--- src/swmsc_pkg.sv ---
package swmsc_pkg;

    localparam int unsigned MS_PER_SEC  = 1000;
    localparam int unsigned SEC_PER_MIN = 60;
    localparam int unsigned MIN_WRAP    = 60;

    // floor(x / 1000) = (x * RECIP_MS) >> RECIP_SHIFT, exact for 16-bit x
    localparam int unsigned RECIP_SHIFT = 26;
    localparam logic [16:0] RECIP_MS    = 17'd67109;

    localparam logic OP_TICK   = 1'b0;
    localparam logic OP_BUTTON = 1'b1;

    localparam logic [2:0] KEY_MODE     = 3'd0;
    localparam logic [2:0] KEY_CLEAR    = 3'd1;
    localparam logic [2:0] KEY_SETUP    = 3'd2;
    localparam logic [2:0] KEY_RUN_STOP = 3'd3;

    typedef enum logic [1:0] {
        CMD_NONE,
        CMD_TICK,
        CMD_CLEAR,
        CMD_TOGGLE
    } cmd_kind_t;

    typedef enum logic [1:0] {
        HND_ZERO,
        HND_ONE,
        HND_RUN
    } hnd_sel_t;

    // tick amount pre-split into ms / s / min digits
    typedef struct packed {
        cmd_kind_t   kind;
        hnd_sel_t    hnd;
        logic [9:0]  ms;
        logic [5:0]  sec;
        logic        min;
    } cmd_t;

endpackage

--- src/swmsc_front.sv ---
module swmsc_front
    import swmsc_pkg::*;
(
    input  logic        clk,
    input  logic        rst_n,
    input  logic        in_valid,
    output logic        in_ready,
    input  logic        opcode,
    input  logic [15:0] tick_ms,
    input  logic [2:0]  button_id,
    input  logic        button_released,
    output logic        cmd_valid,
    input  logic        cmd_ready,
    output cmd_t        cmd
);

    logic        stg_valid_reg;
    logic        stg_valid_next;
    cmd_kind_t   kind_reg;
    hnd_sel_t    hnd_reg;
    logic [15:0] tick_reg;
    logic [6:0]  quot_reg;

    cmd_kind_t   kind_in;
    hnd_sel_t    hnd_in;
    logic [32:0] prod;
    logic [16:0] q1000;
    logic [16:0] rem;
    logic [6:0]  sec_q;

    // request classification
    always_comb
    begin
        kind_in = CMD_NONE;
        hnd_in  = HND_ZERO;
        if (opcode == OP_TICK)
        begin
            kind_in = CMD_TICK;
        end
        else if (!button_released)
        begin
            hnd_in = HND_ONE;
        end
        else
        begin
            case (button_id)
                KEY_MODE:
                begin
                    hnd_in = HND_RUN;
                end
                KEY_CLEAR:
                begin
                    kind_in = CMD_CLEAR;
                    hnd_in  = HND_ONE;
                end
                KEY_SETUP:
                begin
                    hnd_in = HND_ONE;
                end
                KEY_RUN_STOP:
                begin
                    kind_in = CMD_TOGGLE;
                    hnd_in  = HND_ONE;
                end
                default:
                begin
                    hnd_in = HND_ZERO;
                end
            endcase
        end
    end

    assign prod = {17'd0, tick_ms} * {16'd0, RECIP_MS};

    assign in_ready       = !stg_valid_reg || cmd_ready;
    assign stg_valid_next = in_ready ? in_valid : stg_valid_reg;

    always_ff @(posedge clk or negedge rst_n)
    begin
        if (!rst_n)
        begin
            stg_valid_reg <= 1'b0;
        end
        else
        begin
            stg_valid_reg <= stg_valid_next;
        end
    end

    always_ff @(posedge clk)
    begin
        if (in_valid && in_ready)
        begin
            kind_reg <= kind_in;
            hnd_reg  <= hnd_in;
            tick_reg <= tick_ms;
            quot_reg <= prod[RECIP_SHIFT +: 7];
        end
    end

    // remainder via 1000 = 1024 - 16 - 8
    assign q1000 = ({10'd0, quot_reg} << 10) - ({10'd0, quot_reg} << 4)
                 - ({10'd0, quot_reg} << 3);
    assign rem   = {1'b0, tick_reg} - q1000;
    // whole seconds never exceed 65, so one subtract splits off the minute
    assign sec_q = (quot_reg >= 7'(SEC_PER_MIN)) ? quot_reg - 7'(SEC_PER_MIN) : quot_reg;

    assign cmd_valid = stg_valid_reg;
    assign cmd.kind  = kind_reg;
    assign cmd.hnd   = hnd_reg;
    assign cmd.ms    = rem[9:0];
    assign cmd.sec   = sec_q[5:0];
    assign cmd.min   = (quot_reg >= 7'(SEC_PER_MIN));

endmodule

--- src/swmsc_queue.sv ---
module swmsc_queue
    import swmsc_pkg::*;
#(
    parameter int DEPTH = 2
)
(
    input  logic clk,
    input  logic rst_n,
    input  logic push_valid,
    output logic push_ready,
    input  cmd_t push_data,
    output logic pop_valid,
    input  logic pop_ready,
    output cmd_t pop_data
);

    localparam int PTR_W = (DEPTH > 1) ? $clog2(DEPTH) : 1;
    localparam int CNT_W = $clog2(DEPTH + 1);

    cmd_t             mem_reg [DEPTH];
    logic [PTR_W-1:0] wr_ptr_reg;
    logic [PTR_W-1:0] wr_ptr_next;
    logic [PTR_W-1:0] rd_ptr_reg;
    logic [PTR_W-1:0] rd_ptr_next;
    logic [CNT_W-1:0] count_reg;
    logic [CNT_W-1:0] count_next;
    logic             push;
    logic             pop;

    assign push_ready = (count_reg != CNT_W'(DEPTH));
    assign pop_valid  = (count_reg != '0);
    assign push       = push_valid && push_ready;
    assign pop        = pop_valid && pop_ready;
    assign pop_data   = mem_reg[rd_ptr_reg];

    always_comb
    begin
        wr_ptr_next = wr_ptr_reg;
        rd_ptr_next = rd_ptr_reg;
        count_next  = count_reg;
        if (push)
        begin
            wr_ptr_next = (wr_ptr_reg == PTR_W'(DEPTH - 1)) ? '0 : wr_ptr_reg + 1'b1;
        end
        if (pop)
        begin
            rd_ptr_next = (rd_ptr_reg == PTR_W'(DEPTH - 1)) ? '0 : rd_ptr_reg + 1'b1;
        end
        if (push && !pop)
        begin
            count_next = count_reg + 1'b1;
        end
        else if (pop && !push)
        begin
            count_next = count_reg - 1'b1;
        end
    end

    always_ff @(posedge clk or negedge rst_n)
    begin
        if (!rst_n)
        begin
            wr_ptr_reg <= '0;
            rd_ptr_reg <= '0;
            count_reg  <= '0;
        end
        else
        begin
            wr_ptr_reg <= wr_ptr_next;
            rd_ptr_reg <= rd_ptr_next;
            count_reg  <= count_next;
        end
    end

    always_ff @(posedge clk)
    begin
        if (push)
        begin
            mem_reg[wr_ptr_reg] <= push_data;
        end
    end

endmodule

--- src/swmsc_back.sv ---
module swmsc_back
    import swmsc_pkg::*;
(
    input  logic       clk,
    input  logic       rst_n,
    input  logic       cmd_valid,
    output logic       cmd_ready,
    input  cmd_t       cmd,
    output logic       out_valid,
    input  logic       out_ready,
    output logic       handled,
    output logic [5:0] minutes_now,
    output logic [5:0] seconds_now,
    output logic [9:0] millis_now,
    output logic       is_running
);

    logic [5:0] min_reg;
    logic [5:0] min_next;
    logic [5:0] sec_reg;
    logic [5:0] sec_next;
    logic [9:0] ms_reg;
    logic [9:0] ms_next;
    logic       run_reg;
    logic       run_next;
    logic       out_valid_reg;
    logic       out_valid_next;
    logic       handled_reg;
    logic       handled_next;
    logic [5:0] min_out_reg;
    logic [5:0] sec_out_reg;
    logic [9:0] ms_out_reg;
    logic       run_out_reg;

    logic        fire;
    logic [10:0] ms_sum;
    logic        ms_c;
    logic [10:0] ms_adj;
    logic [6:0]  sec_sum;
    logic        sec_c;
    logic [6:0]  sec_adj;
    logic [6:0]  min_sum;
    logic [6:0]  min_adj;

    assign cmd_ready = !out_valid_reg || out_ready;
    assign fire      = cmd_valid && cmd_ready;

    // carry chain: each digit sum stays below twice its modulus
    assign ms_sum  = {1'b0, ms_reg} + {1'b0, cmd.ms};
    assign ms_c    = (ms_sum >= 11'(MS_PER_SEC));
    assign ms_adj  = ms_c ? ms_sum - 11'(MS_PER_SEC) : ms_sum;
    assign sec_sum = {1'b0, sec_reg} + {1'b0, cmd.sec} + {6'd0, ms_c};
    assign sec_c   = (sec_sum >= 7'(SEC_PER_MIN));
    assign sec_adj = sec_c ? sec_sum - 7'(SEC_PER_MIN) : sec_sum;
    assign min_sum = {1'b0, min_reg} + {6'd0, cmd.min} + {6'd0, sec_c};
    assign min_adj = (min_sum >= 7'(MIN_WRAP)) ? min_sum - 7'(MIN_WRAP) : min_sum;

    always_comb
    begin
        min_next = min_reg;
        sec_next = sec_reg;
        ms_next  = ms_reg;
        run_next = run_reg;
        if (fire)
        begin
            case (cmd.kind)
                CMD_TICK:
                begin
                    if (run_reg)
                    begin
                        min_next = min_adj[5:0];
                        sec_next = sec_adj[5:0];
                        ms_next  = ms_adj[9:0];
                    end
                end
                CMD_CLEAR:
                begin
                    if (!run_reg)
                    begin
                        min_next = '0;
                        sec_next = '0;
                        ms_next  = '0;
                    end
                end
                CMD_TOGGLE:
                begin
                    run_next = !run_reg;
                end
                default:
                begin
                    run_next = run_reg;
                end
            endcase
        end
    end

    always_comb
    begin
        case (cmd.hnd)
            HND_ONE:
            begin
                handled_next = 1'b1;
            end
            HND_RUN:
            begin
                handled_next = run_reg;
            end
            default:
            begin
                handled_next = 1'b0;
            end
        endcase
    end

    assign out_valid_next = fire ? 1'b1 : (out_ready ? 1'b0 : out_valid_reg);

    always_ff @(posedge clk or negedge rst_n)
    begin
        if (!rst_n)
        begin
            min_reg       <= '0;
            sec_reg       <= '0;
            ms_reg        <= '0;
            run_reg       <= 1'b0;
            out_valid_reg <= 1'b0;
        end
        else
        begin
            min_reg       <= min_next;
            sec_reg       <= sec_next;
            ms_reg        <= ms_next;
            run_reg       <= run_next;
            out_valid_reg <= out_valid_next;
        end
    end

    always_ff @(posedge clk)
    begin
        if (fire)
        begin
            handled_reg <= handled_next;
            min_out_reg <= min_next;
            sec_out_reg <= sec_next;
            ms_out_reg  <= ms_next;
            run_out_reg <= run_next;
        end
    end

    assign out_valid   = out_valid_reg;
    assign handled     = handled_reg;
    assign minutes_now = min_out_reg;
    assign seconds_now = sec_out_reg;
    assign millis_now  = ms_out_reg;
    assign is_running  = run_out_reg;

endmodule

--- src/stopwatch_min_sec_ms_counter.sv ---
// result path: classify reg, then the queue, then the result reg
// throughput: one item per cycle while out_ready holds; the back end updates the time combinationally
// the front splits each tick into ms/s/min digits so the back end only adds with carries
// reset (rst_n low, async): time 00:00.000, stopped, all stages and the queue empty
// stalls on the output back up through the queue to in_ready
module stopwatch_min_sec_ms_counter
    import swmsc_pkg::*;
#(
    parameter int QUEUE_DEPTH = 2
)
(
    input  logic        clk,
    input  logic        rst_n,
    input  logic        in_valid,
    output logic        in_ready,
    input  logic        opcode,
    input  logic [15:0] tick_ms,
    input  logic [2:0]  button_id,
    input  logic        button_released,
    output logic        out_valid,
    input  logic        out_ready,
    output logic        handled,
    output logic [5:0]  minutes_now,
    output logic [5:0]  seconds_now,
    output logic [9:0]  millis_now,
    output logic        is_running
);

    logic fq_valid;
    logic fq_ready;
    cmd_t fq_cmd;
    logic qb_valid;
    logic qb_ready;
    cmd_t qb_cmd;

    swmsc_front u_front (
        .clk             (clk),
        .rst_n           (rst_n),
        .in_valid        (in_valid),
        .in_ready        (in_ready),
        .opcode          (opcode),
        .tick_ms         (tick_ms),
        .button_id       (button_id),
        .button_released (button_released),
        .cmd_valid       (fq_valid),
        .cmd_ready       (fq_ready),
        .cmd             (fq_cmd)
    );

    swmsc_queue #(
        .DEPTH (QUEUE_DEPTH)
    ) u_queue (
        .clk        (clk),
        .rst_n      (rst_n),
        .push_valid (fq_valid),
        .push_ready (fq_ready),
        .push_data  (fq_cmd),
        .pop_valid  (qb_valid),
        .pop_ready  (qb_ready),
        .pop_data   (qb_cmd)
    );

    swmsc_back u_back (
        .clk         (clk),
        .rst_n       (rst_n),
        .cmd_valid   (qb_valid),
        .cmd_ready   (qb_ready),
        .cmd         (qb_cmd),
        .out_valid   (out_valid),
        .out_ready   (out_ready),
        .handled     (handled),
        .minutes_now (minutes_now),
        .seconds_now (seconds_now),
        .millis_now  (millis_now),
        .is_running  (is_running)
    );

endmodule

--- config.mk ---
export PLATFORM = sky130hd
export DESIGN_NAME = stopwatch_min_sec_ms_counter
export DESIGN_NICKNAME = d
export VERILOG_FILES = /design/src/swmsc_pkg.sv /design/src/swmsc_front.sv /design/src/swmsc_queue.sv /design/src/swmsc_back.sv /design/src/stopwatch_min_sec_ms_counter.sv
export SDC_FILE = /design/constraint.sdc
export NUM_CORES = 1
export LEC_CHECK = 0
export BUFFER_PORTS_ARGS = -buffer_cell sky130_fd_sc_hd__buf_4
export CORE_MARGIN = 2
export CORE_UTILIZATION = 35
export CTS_BUF_LIST = sky130_fd_sc_hd__clkbuf_8
export CTS_CLUSTER_DIAMETER = 60
export DETAILED_ROUTE_END_ITERATION = 7
export PLACE_DENSITY_LB_ADDON = 0.1
export SKIP_CTS_REPAIR_TIMING = 1
export SYNTH_ARGS = -nofsm -noshare
export SYNTH_HDL_FRONTEND = slang
export SYNTH_SLANG_ARGS = --single-unit
--- constraint.sdc ---
create_clock -name clk -period 9.4 [get_ports clk]
set_input_delay 1.41 -clock clk [delete_from_list [all_inputs] [get_ports clk]]
set_output_delay 1.41 -clock clk [all_outputs]
set_load 0.05 [all_outputs]
* Word-level counts from Yosys, hierarchy flattened
Memory sizes are Yosys's and may differ from the RTL's. Cells that the tools add are included.
Storage, ports and cells: memories 1, output and inout bits 26, bits of input ports 25, logic and storage cells 100, RAM bits 42, flip-flop bits (word level) 74
Operators by class: multiplexer cells 31, $mul 1, order comparisons 4, equal/unequal tests 9, reduce and logical (&&, ||, !) cells 18, $add $sub $neg 16
Memory list:
- u_queue.mem_reg | words 2, width 21, rd ports 1, clocked after memory_dff 0, write ports 1, line swmsc_queue.sv:20 | cmd_t mem_reg [DEPTH];
Operator list (number):
- 2-to-1 mux 6 bit | 9
- 2-to-1 mux 10 bit | 4
- multiplier 16 x 17 -> 33 bit (second input constant) | 1
- case mux 6 bit (2 select lines) | 2
- greater-or-equal comparator 7 x 6 -> 1 bit (second input constant) | 3
- case mux 10 bit (2 select lines) | 1
- subtractor 10 bit | 2
- subtractor 6 bit (second input constant) | 3
- adder 7 x 1 -> 7 bit | 2
- adder 10 x 10 -> 11 bit | 1
- greater-or-equal comparator 11 x 10 -> 1 bit (second input constant) | 1
- 2-to-1 mux 1 bit | 10
- subtractor 1 x 10 -> 10 bit (first input constant) | 1
- subtractor 10 bit (second input constant) | 1
- case mux 2 bit (2 select lines) | 2
- adder 6 x 1 -> 7 bit | 1
- adder 6 x 6 -> 7 bit | 1
- == test 2 bit (second input constant) | 3
- == test 3 x 2 -> 1 bit (second input constant) | 2
- nonzero test 2 bit | 3
- logical AND 1 bit | 5
- zero test 1 bit | 5
- == test 2 x 1 -> 1 bit (second input constant) | 2
- 2-to-1 mux 2 bit | 2
- 10 further kinds | 12

* Depth between registers and ports, before layout
Gate-level depths: netlist (run 1). An unclocked memory read counts as a cell.
depth in word-level cells 11, mapped depth 34, gate-level depth less buffers 33

* Cells and area by module
A second synthesis (run 1) with hierarchy kept.
Unflattened totals: cell total of the unflattened synthesis 807, area, all modules 9347.7 um2
By module, submodules not included:
- swmsc_front | area each 4514.3 um2, sequential area each 655.6 um2, instances 1, cells an instance 433
- swmsc_back | area each 3101.7 um2, sequential area each 1321.3 um2, instances 1, cells an instance 291
- swmsc_queue | area each 1731.7 um2, sequential area each 1361.3 um2, instances 1, cells an instance 83

* Least setup slack after synthesis (run 1)
Ideal clock, no wire load.
kind flip-flop to flip-flop, from reg u_queue.rd_ptr_reg, to reg u_back.min_out_reg[2], in the netlist u_back.minutes_now[2] (data pin), required time 9.135 ns, library setup time 0.265 ns, setup slack 2.241 ns, period minus slack after synthesis 7.159 ns, path buffers 1, data arrival time 6.894 ns, cell stages (with the launch flop) 34, path through dfrtp_1 buf_1 mux2_2 ha_1 inv_1 fa_1 nand2b_2 a21oi_1 xnor2_1 inv_1 ha_1 o31a_1 or4_4 o21a_4 fa_1 fa_1 nor2b_1 o21ai_0 nand2b_1 xnor2_1 o21ai_1 o22ai_1 inv_1 fa_1 ha_1 xor2_1 ha_1 nand2_1 nor2_1 and3_1 a211oi_1 xnor2_1 o21ba_1 mux2i_1
On the way: cells in the longest elaborated chain, start to end 11, elaborated cells between the ends (all ways) 16, those cells by class add/sub: 6; order compare: 3; eq/ne: 2; mux: 4; memory: 1
Ends and longest elaborated chain:
- start, declared | line swmsc_queue.sv:23 | logic [PTR_W-1:0] rd_ptr_reg;
- start signal, assigned | line swmsc_queue.sv:70 | rd_ptr_reg <= rd_ptr_next;
- memory read (2 x 21 bit) *
- adder 10 x 10 -> 11 bit | line swmsc_back.sv:49 | assign ms_sum = {1'b0, ms_reg} + {1'b0, cmd.ms};
- greater-or-equal comparator 11 x 10 -> 1 bit | line swmsc_back.sv:50 | assign ms_c = (ms_sum >= 11'(MS_PER_SEC));
- adder 7 x 1 -> 7 bit | line swmsc_back.sv:52 | assign sec_sum = {1'b0, sec_reg} + {1'b0, cmd.sec} + {6'd0, ms_c};
- greater-or-equal comparator 7 x 6 -> 1 bit | line swmsc_back.sv:53 | assign sec_c = (sec_sum >= 7'(SEC_PER_MIN));
- adder 7 x 1 -> 7 bit | line swmsc_back.sv:55 | assign min_sum = {1'b0, min_reg} + {6'd0, cmd.min} + {6'd0, sec_c};
- subtractor 6 bit / greater-or-equal comparator 7 x 6 -> 1 bit (equally long branches) | line swmsc_back.sv:56 | assign min_adj = (min_sum >= 7'(MIN_WRAP)) ? min_sum - 7'(MIN_WRAP) : min_sum;
- 2-to-1 mux 6 bit | line swmsc_back.sv:56
- 2-to-1 mux 6 bit | line swmsc_back.sv:69 | if (run_reg)
- case mux 6 bit (2 select lines) * | line swmsc_back.sv:66 | case (cmd.kind)
- 2-to-1 mux 6 bit * | line swmsc_back.sv:64 | if (fire)
- via u_back.min_next[2] | line swmsc_back.sv:19 | logic [5:0] min_next;
- end signal, assigned | line swmsc_back.sv:142 | min_out_reg <= min_next;
- end, declared | line swmsc_back.sv:30 | logic [5:0] min_out_reg;
The timed path passes the listed nets; every way through them passes the cells marked *. A chain may end at the register's enable or synchronous reset.

* Worst setup path after layout (run 1)
Same ends and word-level chain as after synthesis.

==> flow_metrics.tcl, run 1 <==
set metrics [dict create \
    design.die.area_sq_um 26900 \
    end_kind "flop" \
    design.portCount 51 \
    powerDensity_nw_per_um2 311 \
    critical_path_s_top_delay_family "adder cells" \
    grt_usage_pct 13.7 \
    areaGrowthSynthToFinish_pct 13.1 \
    crit_type "reg -> reg" \
    vias 5652 \
    drt-vias-per-instance 4.82 \
    critical_path.slowest_cell "dfrtp_1" \
    mappedNetlistArea_sq_um 8970 \
    global_route.usage.met3_pct 1.84 \
    detail_route.first_pass.iterations 4 \
    final_cell_mix "166 x ha_1, 108 x inv_1, 87 x edfxtp_1, 52 x buf_4, 49 x fa_1" \
    layout_worst_path_cycle_share_pct 81.6 \
    totalWireLength_um 17000 \
    synth_enable_flop_cells 87 \
    htreeDepth 4 \
    core.rowCount 58 \
    max_clock_freq_mhz 130 \
    power_uw 3160 \
    area.sequential_sq_um 3340 \
    grt_start_max_net_pins 30 \
    cts-root-buf "clkbuf_8" \
    timing.critical_path.slowest_cell_delay_ps 650 \
    mean_syn_cell_area_sq_um 11.7 \
    tritoncts_clock_tree "built" \
    setup_viol 0 \
    clk_pin_slew_ps 70 \
    unrepaired_setup_endpoints_after_global_routing "false" \
    grt_pass1_vias 5909 \
    cts.path.max_buffers 2 \
    die_height_um 164 \
    grt.met1_usage_pct 17.2 \
    yosysWarningCount 0 \
    layout.cells.most_common "ha_1" \
    cp_max_fo 12 \
    finalHoldViolCount 0 \
    total_leakage_power_uw 0.00474 \
    global_placement_routability_congestion 0.863 \
    post_route_cells_drive_above_1_share_pct 13.4 \
    placeableCoreArea_sq_um 25200 \
    fillCellCount 2381 \
    yosysUniqueCellTypes 69 \
    net_count_reported_at_finish 1070 \
    final_period_minus_worst_setup_slack_ps 7670 \
    max_slew.worst_pin.slew_ps 998 \
    combined_area_of_the_multi_input_logic_cells_sq_um 5210 \
    register_area_share_after_synthesis_pct 37.2 \
    starting_density_pct 35.6 \
    min-delay-path-class "reg -> reg" \
    grt.overflow.total 0 \
    wl_per_cell_um 14.5 \
    place.detailed.hpwl_um 13600 \
    arrival_ps 7940 \
    clk_latency_ps 440 \
    slew_headroom_pct 33.5 \
    max_reg_flops 42 \
    numCtsBuffers 17 \
    vdd_drop_max_mv 0.157 \
    remaining_drc_errors 0 \
    post_synth_inst_count 766 \
    antenna_found_initial 0 \
    mappedNetlistNets 1006 \
    ant_nets 0 \
    drv.max_cap_violation_count 0 \
    status "completed" \
    globalRoute.busiestLayer "met2" \
    clock-sinks 116 \
    antenna_cells 0 \
    synth.ff_latch_count 116 \
    worst-path-buf-inv 3 \
    finalCoreUtilization_pct 40.3 \
    port_buffers 50 \
    finalClockSkew_ps 12.1 \
    setup_tns_ps 0 \
    met2_capacity_usage_during_global_routing_pct 23.6 \
    timing.final.max_slew_violations 0 \
    kind_of_launch_point_of_the_worst_setup_path "flop" \
    crit_required_ps 9670 \
    die_w_um 164 \
    ys_async_sr_fraction_pct 25.0 \
    grt_pass1_wl_um 28800 \
    ys.flop_type "edfxtp_1" \
    detailedRoute.firstIterationViolations 200 \
]
## worst register-to-register path: cells and delay by family (launching register included)
| kind | cells | cell delay (ps) |
|---|---|---|
| DFF | 1 | 650 |
| muxes | 2 | 430 |
| and+or+nand+nor | 7 | 1280 |
| buffers and inverters | 3 | 270 |
| xor gates and xnor gates | 4 | 700 |
| adders and majority gates | 8 | 2520 |
| AOI/OAI and AO/OA | 8 | 1650 |
## kinds of logic (layout without fill, tap and decap cells)
group	Yosys count	count (layout)	share of synthesized area, %
and+or+nand+nor	136	136	7.79
muxes	29	29	3.44
DFF	116	116	37.2
buffers and inverters	114	191	4.77
adders and majority gates	215	215	34.1
xor gates and xnor gates	34	34	3.40
AOI/OAI and AO/OA	122	122	9.33
## metal layers
| metal | up-vias | share of wire (%) |
|---|---|---|
| li1 | 2839 | - |
| met1 | 2707 | 47 |
| met2 | 78 | 49 |
| met3 | 28 | 2.3 |
| met4 | 0 | 2.0 |
| met5 | - | 0 |
## synth_stat cells (all sizes together), types with 3 or more instances
| cell | instances | area (sq um) |
|---|---|---|
| xor2 | 11 | 104 |
| inv | 107 | 402 |
| edfxtp | 87 | 2610 |
| nor2 | 22 | 82.6 |
| a21oi | 30 | 158 |
| o211ai | 5 | 42.5 |
| nor3 | 7 | 35.0 |
| clkbuf | 5 | 18.8 |
| nand2b | 9 | 58.8 |
| fa | 49 | 981 |
| a21o | 5 | 37.5 |
| mux2i | 14 | 140 |
| a21boi | 3 | 22.5 |
| o21a | 6 | 52.6 |
| nand3 | 14 | 75.1 |
| a32oi | 3 | 26.3 |
| and3 | 10 | 62.6 |
| a221oi | 3 | 26.3 |
| o22ai | 3 | 18.8 |
| ha | 166 | 2080 |
| dfrtp | 29 | 726 |
| nand4 | 4 | 25.0 |
| mux2 | 15 | 169 |
| o21ai | 31 | 159 |
| xnor2 | 23 | 201 |
| a22o | 4 | 35.0 |
| a211oi | 6 | 45.0 |
| and2 | 3 | 18.8 |
| nand2 | 44 | 165 |
| nor2b | 8 | 50.1 |
| o221ai | 3 | 32.5 |
| a31oi | 5 | 31.3 |
## power by group
part	total [uW]	internal [uW]	switching, uW
combinational	1800	708	1090
sequential	892	802	89.6
clock	464	259	205
## area by class of cell
type | count | share of cell area, %
Sequential cell | 116 | 32.9
Timing Repair Buffer | 52 | 3.85
Tap cell | 330 | 4.07
Multi-Input combinational cell | 536 | 51.3
Clock buffer | 17 | 2.31
Inverter | 107 | 3.96
Clock inverter | 15 | 1.61
## final timing paths
kind	start	slack, ps	endpoint	cells after the start
max	u_queue.rd_ptr_reg	1730	u_back.minutes_now[2]	32
min	u_front.kind_reg[1]	450	u_queue.mem_reg[0][20]	0
min in group asynchronous	rst_n	900	u_back.ms_reg[2]	1
max reg2reg	u_queue.rd_ptr_reg	1730	u_back.minutes_now[2]	32
min reg2reg	u_front.kind_reg[1]	450	u_queue.mem_reg[0][20]	0
max in group asynchronous	rst_n	8190	u_back.min_reg[5]	1
## stage by stage
stage | worst slack, ps | cell area, sq um | hold slack (ps) | cells
after floorplan | 2240 | 8970 | 421 | 766
after global placement | 1960 | 9750 | 428 | 1141
after detailed placement | 1700 | 9750 | 435 | 1141
after CTS | 1650 | 10100 | 454 | 1173
after global routing | 1000 | 10100 | 472 | 1173
final | 1730 | 10100 | 452 | 1173
(Power assumes the default switching activity.)
==> inputs of run 2 (changes only) <==
clock period = 6.5 ns   (was 9.4 ns; I/O delays follow)
==> flow_metrics.tcl, run 2 (same netlist as run 1, synthesis figures left out) <==
set metrics [dict create \
    cts.path.max_buffers 2 \
    max_clock_freq_mhz 158 \
    placeableCoreArea_sq_um 25200 \
    antenna_cells 0 \
    grt_start_max_net_pins 30 \
    fin_ws_ps 151 \
    detail_route.first_pass.iterations 4 \
    grt_usage_pct 13.8 \
    net_count_reported_at_finish 1092 \
    combined_area_of_the_multi_input_logic_cells_sq_um 5500 \
    critical_path.slowest_cell "or4_4" \
    postPlaceCellArea_sq_um 9910 \
    fillCellCount 2347 \
    remaining_drc_errors 0 \
    post_route_cells_drive_above_1_share_pct 20.8 \
    htreeDepth 4 \
    core.rowCount 58 \
    tritoncts_clock_tree "built" \
    power.share.switching_pct 44.0 \
    port_buffers 50 \
    powerDensity_nw_per_um2 464 \
    layout.cells.most_common "ha_1" \
    die_w_um 164 \
    kind_of_launch_point_of_the_worst_setup_path "flop" \
    grt_pass1_vias 6083 \
    starting_density_pct 35.6 \
    vdd_drop_max_mv 0.185 \
    internal_power_uw 2760 \
    arrival_ps 6530 \
    clock_power_share_pct 13.3 \
    final_cell_mix "156 x ha_1, 104 x inv_1, 87 x edfxtp_1, 72 x buf_4, 45 x fa_1" \
    place.detailed.hpwl_um 13700 \
    total_leakage_power_uw 0.00492 \
    antenna_found_initial 0 \
    grt.overflow.total 0 \
    clock-sinks 116 \
    finalCoreUtilization_pct 42.1 \
    layout_worst_path_cycle_share_pct 97.7 \
    drv.max_cap_violation_count 0 \
    crit_required_ps 6680 \
    clk_pin_slew_ps 80 \
    design.die.area_sq_um 26900 \
    timing.critical_path.slowest_cell_delay_ps 500 \
    max_slew.worst_pin.slew_ps 1030 \
    share_comb_of_total_power_pct 60.5 \
    crit_type "reg -> reg" \
    min-delay-path-class "reg -> reg" \
    critical_path_s_top_delay_family "adder cells" \
    numCtsBuffers 17 \
    unrepaired_setup_endpoints_after_global_routing "true" \
    finalClockSkew_ps 10.2 \
    totalWireLength_um 17700 \
    wl_per_cell_um 14.8 \
    vias 5747 \
    drt-vias-per-instance 4.81 \
    setup_viol 0 \
    finalHoldViolCount 0 \
    place_ws_ps -93.9 \
    net_sw_power_uw 2170 \
    design.portCount 51 \
    timing.final.max_slew_violations 0 \
    global_placement_routability_congestion 0.860 \
    die_height_um 164 \
    max_reg_flops 42 \
    status "completed" \
    worst-path-buf-inv 3 \
    power_uw 4930 \
    detailedRoute.firstIterationViolations 176 \
    clk_latency_ps 440 \
    area.sequential_sq_um 3340 \
    end_kind "flop" \
    cts-root-buf "clkbuf_8" \
    slew_headroom_pct 31.1 \
    seqPwrFrac_pct 26.2 \
    areaGrowthSynthToFinish_pct 18.2 \
    ant_nets 0 \
    grt_pass1_wl_um 29100 \
    finalInstanceArea_sq_um 10600 \
    final_period_minus_worst_setup_slack_ps 6350 \
    cp_max_fo 8 \
]
## run 2: changes by cell type in the layout (fill, tap and decap cells not counted), moves of 5 or more
| cell | previous run | this run |
|---|---|---|
| xnor2_2 | 0 | 5 |
| xnor2_1 | 23 | 18 |
| buf_4 | 52 | 72 |
| ha_1 | 166 | 156 |
| ha_4 | 0 | 8 |
| inv_6 | 2 | 7 |
## run 2: cell type report
type                    count  area share (%)
clock buffers              17            2.20
clock inverters            15            1.49
inverters                 107            3.78
multi-input cells         536            51.9
flip-flops and latches    116            31.5
well taps                 330            3.89
repair buffers             74            5.31
## run 2: worst register-to-register path, delay by kind of cell, from the launching register on
family                   cells  cell delay [ps]
multiplexers                 2              450
flip-flops                   1              390
AND/OR/NAND/NOR              8             1320
buffers and inverters        3              300
adder cells (fa/ha/maj)      7             1990
XOR/XNOR                     4              570
AO/OA/AOI/OAI                7             1100
## run 2: power groups by stage
| stage | Clock, uW | Sequential [uW] | Combinational (uW) |
|---|---|---|---|
| finish | 658 | 1290 | 2980 |
| global route | 710 | 1320 | 3340 |
| detailed placement | 0 | 1300 | 2810 |
| floorplan | 0 | 1510 | 1810 |
| global placement | 0 | 1300 | 2770 |
| CTS | 679 | 1290 | 2840 |
## run 2: final timing paths
check / startpoint / to / slack, ps / cells after the start
setup / recovery: u_queue.rd_ptr_reg / u_back.minutes_now[2] / 150 / 31
hold reg to reg: u_front.tick_reg[0] / u_queue.mem_reg[0][7] / 450 / 0
hold / removal: u_front.tick_reg[0] / u_queue.mem_reg[0][7] / 450 / 0
min in group asynchronous: rst_n / u_back.ms_reg[1] / 460 / 1
max in group asynchronous: rst_n / u_back.out_valid / 5730 / 1
setup reg to reg: u_queue.rd_ptr_reg / u_back.minutes_now[2] / 150 / 31
## run 2: stage by stage
| stage | hold slack [ps] | cells | TNS [ps] |
|---|---|---|---|
| 2_1_floorplan | 421 | 766 | 0 |
| 3_3_place_gp | 433 | 1156 | 0 |
| 3_5_place_dp | 432 | 1156 | -177 |
| 4_1_cts | 444 | 1188 | -346 |
| 5_1_grt | 459 | 1195 | -931 |
| 6_report | 447 | 1195 | 0 |
## run 2: metal layers
metal / global-route usage [%] / part of all wire, % / up-vias
met5: 0 / 0 / -
li1: - / - / 2887
met2: 24.0 / 51 / 83
met4: 6.06 / 1.9 / 0
met3: 1.94 / 2.2 / 24
met1: 17.0 / 45 / 2753
